File: config.mk
export PLATFORM = sky130hd
export DESIGN_NAME = rse_ctrl
export DESIGN_NICKNAME = d
export VERILOG_FILES = /design/src/rse_pkg.sv /design/src/rse_ctrl.sv
export SDC_FILE = /design/constraint.sdc
export NUM_CORES = 1
export LEC_CHECK = 0
export BUFFER_PORTS_ARGS = -buffer_cell sky130_fd_sc_hd__buf_2
export CORE_AREA = 2 2 39 41
export CTS_BUF_LIST = sky130_fd_sc_hd__clkbuf_8
export DETAILED_ROUTE_END_ITERATION = 7
export DIE_AREA = 0 0 41 43
export SYNTH_ARGS = -nofsm -noshare
export SYNTH_HDL_FRONTEND = slang
export SYNTH_SLANG_ARGS = --single-unit
File: constraint.sdc
create_clock -name i_clk -period 1.36 [get_ports i_clk]
set_input_delay 0.272 -clock i_clk [delete_from_list [all_inputs] [get_ports i_clk]]
set_output_delay 0.272 -clock i_clk [all_outputs]
set_load 0.02 [all_outputs]
File: src/rse_pkg.sv
package rse_pkg;

    localparam int ALPHABET_SIZE = 256;
    // Symbols are 8 bits wide, so entries beyond index 255 can never be reached.
    localparam int MEM_DEPTH     = (ALPHABET_SIZE < 256) ? ALPHABET_SIZE : 256;
    localparam int ADDR_W        = $clog2(MEM_DEPTH);

    localparam int CMD_W    = 2;
    localparam int SYM_W    = 8;
    localparam int FREQ_W   = 9;
    localparam int CUMUL_W  = 16;
    localparam int TOTAL_W  = 17;
    localparam int STATE_W  = 32;
    localparam int BYTE_W   = 8;
    localparam int ENTRY_W  = CUMUL_W + FREQ_W;

    localparam logic [STATE_W-1:0] LOWER_BOUND = 32'h0001_0000;
    localparam logic [BYTE_W-1:0]  BYTE_MASK   = 8'hFF;

    localparam logic [CMD_W-1:0] CMD_LOAD   = 2'd0;
    localparam logic [CMD_W-1:0] CMD_ENCODE = 2'd1;
    localparam logic [CMD_W-1:0] CMD_FLUSH  = 2'd2;

    // Radix-16 divider: four quotient bits per cycle over a 32-bit dividend.
    localparam int DIV_BITS  = 4;
    localparam int DIV_STEPS = STATE_W / DIV_BITS;
    localparam int DIV_CNT_W = $clog2(DIV_STEPS);

    typedef enum logic [2:0] {
        S_IDLE,
        S_CHECK,
        S_RENORM,
        S_DIV,
        S_MUL,
        S_ADD,
        S_FLUSH,
        S_ERR
    } t_state;

    typedef struct packed {
        logic load;
        logic lookup;
        logic flush_start;
        logic check;
        logic emit_renorm;
        logic div_start;
        logic div_step;
        logic mul;
        logic add;
        logic flush_emit;
        logic emit_err;
    } t_ctrl;

    typedef struct packed {
        logic freq_zero;
        logic renorm_more;
        logic div_last;
        logic flush_last;
        logic out_free;
    } t_stat;

endpackage

File: src/rse_ctrl.sv
module rse_ctrl import rse_pkg::*; (
    input  logic             i_clk,
    input  logic             i_rst_n,
    input  logic             i_in_acc,
    input  logic [CMD_W-1:0] i_cmd,
    input  t_stat            i_stat,
    output logic             o_idle,
    output t_ctrl            o_ctrl
);

    t_state r_state;
    t_state n_state;

    always_ff @(posedge i_clk) begin
        if (!i_rst_n) begin
            r_state <= S_IDLE;
        end else begin
            r_state <= n_state;
        end
    end

    // next state
    always_comb begin
        n_state = r_state;
        case (r_state)
            S_IDLE: begin
                if (i_in_acc) begin
                    case (i_cmd)
                        CMD_ENCODE: n_state = S_CHECK;
                        CMD_FLUSH:  n_state = S_FLUSH;
                        default:    n_state = S_IDLE;
                    endcase
                end
            end
            S_CHECK:  n_state = i_stat.freq_zero ? S_ERR : S_RENORM;
            S_RENORM: if (!i_stat.renorm_more) n_state = S_DIV;
            S_DIV:    if (i_stat.div_last) n_state = S_MUL;
            S_MUL:    n_state = S_ADD;
            S_ADD:    n_state = S_IDLE;
            S_FLUSH:  if (i_stat.out_free && i_stat.flush_last) n_state = S_IDLE;
            S_ERR:    if (i_stat.out_free) n_state = S_IDLE;
            default:  n_state = S_IDLE;
        endcase
    end

    // outputs
    always_comb begin
        o_ctrl = '0;
        case (r_state)
            S_IDLE: begin
                if (i_in_acc) begin
                    case (i_cmd)
                        CMD_LOAD:   o_ctrl.load        = 1'b1;
                        CMD_ENCODE: o_ctrl.lookup      = 1'b1;
                        CMD_FLUSH:  o_ctrl.flush_start = 1'b1;
                        default:    o_ctrl = '0;
                    endcase
                end
            end
            S_CHECK:  o_ctrl.check = 1'b1;
            S_RENORM: begin
                if (!i_stat.renorm_more) begin
                    o_ctrl.div_start = 1'b1;
                end else if (i_stat.out_free) begin
                    o_ctrl.emit_renorm = 1'b1;
                end
            end
            S_DIV:    o_ctrl.div_step   = 1'b1;
            S_MUL:    o_ctrl.mul        = 1'b1;
            S_ADD:    o_ctrl.add        = 1'b1;
            S_FLUSH:  o_ctrl.flush_emit = i_stat.out_free;
            S_ERR:    o_ctrl.emit_err   = i_stat.out_free;
            default:  o_ctrl = '0;
        endcase
    end

    assign o_idle = (r_state == S_IDLE);

endmodule

; ---- Word level (Yosys, flattened, before mapping)
; Index checks and enable logic that the tools add are counted.
[totals]
reg_bits = 3
input_bits = 10
output_inout_bits = 12
word_cells = 42
[classes]
n_eq_ne = 14
n_mux = 23
n_reduce_logical = 4
[ops]
columns = cell, n
row1 = $pmux 3 s8, 1
row2 = $mux 3, 7
row3 = $eq 3x3->1 const B, 4
row4 = $pmux 1 s2, 6
row5 = $mux 11, 1
row6 = $ne 2x2->1 const B, 5
row7 = $eq 3x2->1 const B, 2
row8 = $mux 1, 6
row9 = $pmux 3 s2, 1
row10 = $reduce_and 5->1, 1
row11 = $pmux 2 s2, 1
row12 = $eq 3x1->1 const B, 1
row13 = $logic_not 3->1, 1
row14 = $eq 2x1->1 const B, 1
row15 = $eq 2x2->1 const B, 1
row16 = $logic_not 2->1, 1
row17 = $logic_and 1x1->1, 1

; ---- Longest topological paths before layout
[depth]
word_depth = 4
ltp_mapped = 5
ltp_nobuf = 4

; ---- Worst setup path before layout
; OpenSTA, ideal clock, no wires.
[synth_timing]
path_type = reg-to-output
start = reg r_state[0]
end = out o_ctrl[9] in the netlist's numbering
arrival_time_ns = 1.765
t_required_ns = 1.088
slack_ns = -0.677
path_stages_with_launch = 5
path_buffers = 1
path_cell_list = dfxtp_1 > buf_6 > nor3_1 > nand2_1 > nor3b_1
[synth_rtl]
columns = element, line
row1 = from (decl), rse_ctrl.sv:11  ; t_state r_state;
row2 = from (signal assigned), rse_ctrl.sv:18  ; r_state <= n_state;
row3 = to (decl), rse_ctrl.sv:8  ; output t_ctrl o_ctrl

==> results.json <==
{
  "outcome": "finished with violations",
  "violations": "setup timing",
  "cts_buffers": 3,
  "critPathRequiredTime_ns": 1.09,
  "syn_inst": 49,
  "finalSetupViolations": 12,
  "rsz0062_at_grt": "yes",
  "cts_hold_buf": 0,
  "syn_area_per_cell_um2": 7.25,
  "gr-total-overflow": 0,
  "yosys-top-cells-area": "dfxtp_1, nor3_1, o221a_1",
  "min_path_type": "in -> reg",
  "cts_tree": "yes",
  "areaGrowthSynthToFinish_pct": 151,
  "relSlewSlack_pct": 77.4,
  "grtUsageMet1_pct": 16.9,
  "die_h_um": 43,
  "syn-cell-area_um2": 355,
  "fillers": 107,
  "slowest_stage": "dfxtp_4",
  "grt_pass1_wl_mm": 1.87,
  "clk_latency_ns": 0.22,
  "antennaDiodeCount": 0,
  "combPwrFrac_pct": 74.7,
  "finalHoldViolCount": 0,
  "power_density_nw_per_um2": 2180,
  "period_share_pct": 111,
  "critPathLaunchType": "register",
  "ys_seq_area_share_pct": 16.9,
  "clkTransAtPathRegs_ns": 0.03,
  "std_cell_rows": 14,
  "ys_types": 27,
  "yosysTopAreaCellShare_pct": 16.9,
  "numPortBuffers": 21,
  "crit_family": "simple AND/OR/NAND/NOR gates",
  "finalInstanceArea_um2": 891,
  "use_met2_pct": 25.6,
  "ff2ff_setup_slack_ns": -0.03,
  "wirelength_mm": 1.31,
  "die_w_um": 41,
  "yosysWarnings": 0,
  "via_per_inst": 4.99,
  "nNetsFinal": 102,
  "sequentialPowerShare_pct": 12.0,
  "largestRegisters": "r_state x3",
  "crit_buf_inv": 1,
  "tightest_slew_ns": 0.335,
  "synth_top_flop_cell": "dfxtp_1",
  "initial_utilization_pct": 25.7,
  "regMostFlops": "r_state",
  "finClkSkew_ns": 0.000719,
  "cts-root-buf": "clkbuf_8",
  "internal-power_mw": 1.14,
  "place.gp.congestion": 0.729,
  "antenna_found_initial": 0,
  "grt_pass1_vias": 497,
  "max_stage_delay_ns": 0.36,
  "grt.total_usage_pct": 15.1,
  "first_iter_violations": 10,
  "synth-edff-count": 0,
  "setup_ws_ns": -0.143,
  "max_freq_ghz": 0.665,
  "path_class": "reg -> out",
  "top_usage_layer": "met2",
  "period_needed_ns": 1.50,
  "ctsHtreeMaxLevel": 1,
  "yosysTopAreaCell": "dfxtp_1",
  "async_flop_share_pct": 0,
  "maxCapViolCount": 0,
  "finalMaxSlewViolations": 0,
  "p_total_mw": 1.94,
  "placed_area_um2": 592,
  "path_cells": "nor3_4, nand2_2, nor3b_4, buf_6",
  "p_sw_mw": 0.805,
  "post_drt_wl_per_cell_um": 12.2,
  "vias": 534,
  "max-vdd-ir-drop_mv": 1.38,
  "core_um2": 1380,
  "power_frac_clock_pct": 13.3,
  "route.detailed.drc": 0,
  "critPathArrivalTime_ns": 1.23,
  "drive_gt1_share_pct": 75.8,
  "hold_slack_ns": 0.329,
  "p_leak_nw": 0.402,
  "die_area_um2": 1760,
  "io_pins": 22,
  "drtAntennaViolNets": 0,
  "clock_sinks": 3,
  "hpwl_um": 859,
  "yosys-top-cells-count": "nor3_1, nor2_1, nand2_1",
  "yosysMostFrequentCell": "nor3_1",
  "first_pass_iters": 4,
  "use_met3_pct": 6.81,
  "largest_register_ffs": 3,
  "syn_nets": 59,
  "crit_fanout": 5,
  "cts_buffer_depth": 2,
  "end_kind": "primary output",
  "grt_max_degree": 8,
  "ys_ff_latch": 3,
  "sw_frac_of_total_pct": 41.5
}
[power by group through the flow]
stage / combinational (mW) / clock, mW / sequential [mW]
final: 1.45 / 0.258 / 0.233
after global routing: 1.54 / 0.271 / 0.240
after CTS: 1.14 / 0.260 / 0.237
after detailed placement: 0.878 / 0 / 0.225
after global placement: 0.873 / 0 / 0.220
after floorplan: 0.602 / 0 / 0.172
[kinds of logic (layout without fill, tap and decap cells)]
logic type             after synthesis  in the layout  synth area share [%]
AOI/OAI and AO/OA                   11             11                  26.4
buffers and inverters                6             48                  12.3
DFF                                  3              3                  16.9
and+or+nand+nor                     29             29                  44.4
[stage by stage]
step	cells	utilization, %	setup TNS, ns	setup slack, ns
3_5_place_dp	95	42.8	-0.229	-0.0743
6_report	107	64.4	-0.700	-0.143
3_3_place_gp	95	42.8	-0.138	-0.0548
2_1_floorplan	49	-	-0.0397	-0.0397
4_1_cts	103	55.2	-0.667	-0.146
5_1_grt	107	64.4	-1.23	-0.212
[repair_timing]
action,4_1_cts,5_1_grt
endpoints found under the setup margin,15,15
setup buffers,4,5
resized for setup,33,23
pin swaps,10,8
[worst paths after layout]
| path | cells after the start | end | startpoint |
|---|---|---|---|
| setup / recovery | 4 | o_ctrl[9] | r_state[2] |
| hold / removal | 2 | r_state[2] | i_rst_n |
| setup reg to reg | 5 | r_state[1] | r_state[0] |
| hold reg to reg | 2 | r_state[1] | r_state[2] |
[layout make-up]
class / count / area, um^2 / share of cell area, %
inverters: 3 / 16.3 / 1.83
flip-flops and latches: 3 / 71.3 / 8.01
well taps: 16 / 20.0 / 2.25
multi-input cells: 40 / 375 / 42.1
clock buffers: 3 / 41.3 / 4.63
clock inverters: 1 / 3.75 / 0.421
repair buffers: 41 / 363 / 40.7
[routing by layer]
layer,wire [um],part of all wire [%],up-vias
li1,-,-,265
met1,569,44,256
met2,655,50,11
met3,78,6.0,2
met4,2,0.15,0
met5,0,0,-
[cells in the final DEF (no fill, tap or decap), drive strengths merged]
cell type / count
buf: 41
nor3: 7
nor2: 6
nand2: 5
inv: 4
o221a: 3
clkbuf: 3
dfxtp: 3
nor2b: 2
o21ai: 2
nand2b: 2
nor3b: 1
and3: 1
and4: 1
or4: 1
and2: 1
a32oi: 1
a211oi: 1
nand3b: 1
a21oi: 1
nand3: 1
o211ai: 1
o31ai: 1
a31oi: 1
Power figures use the tool's default switching activity.
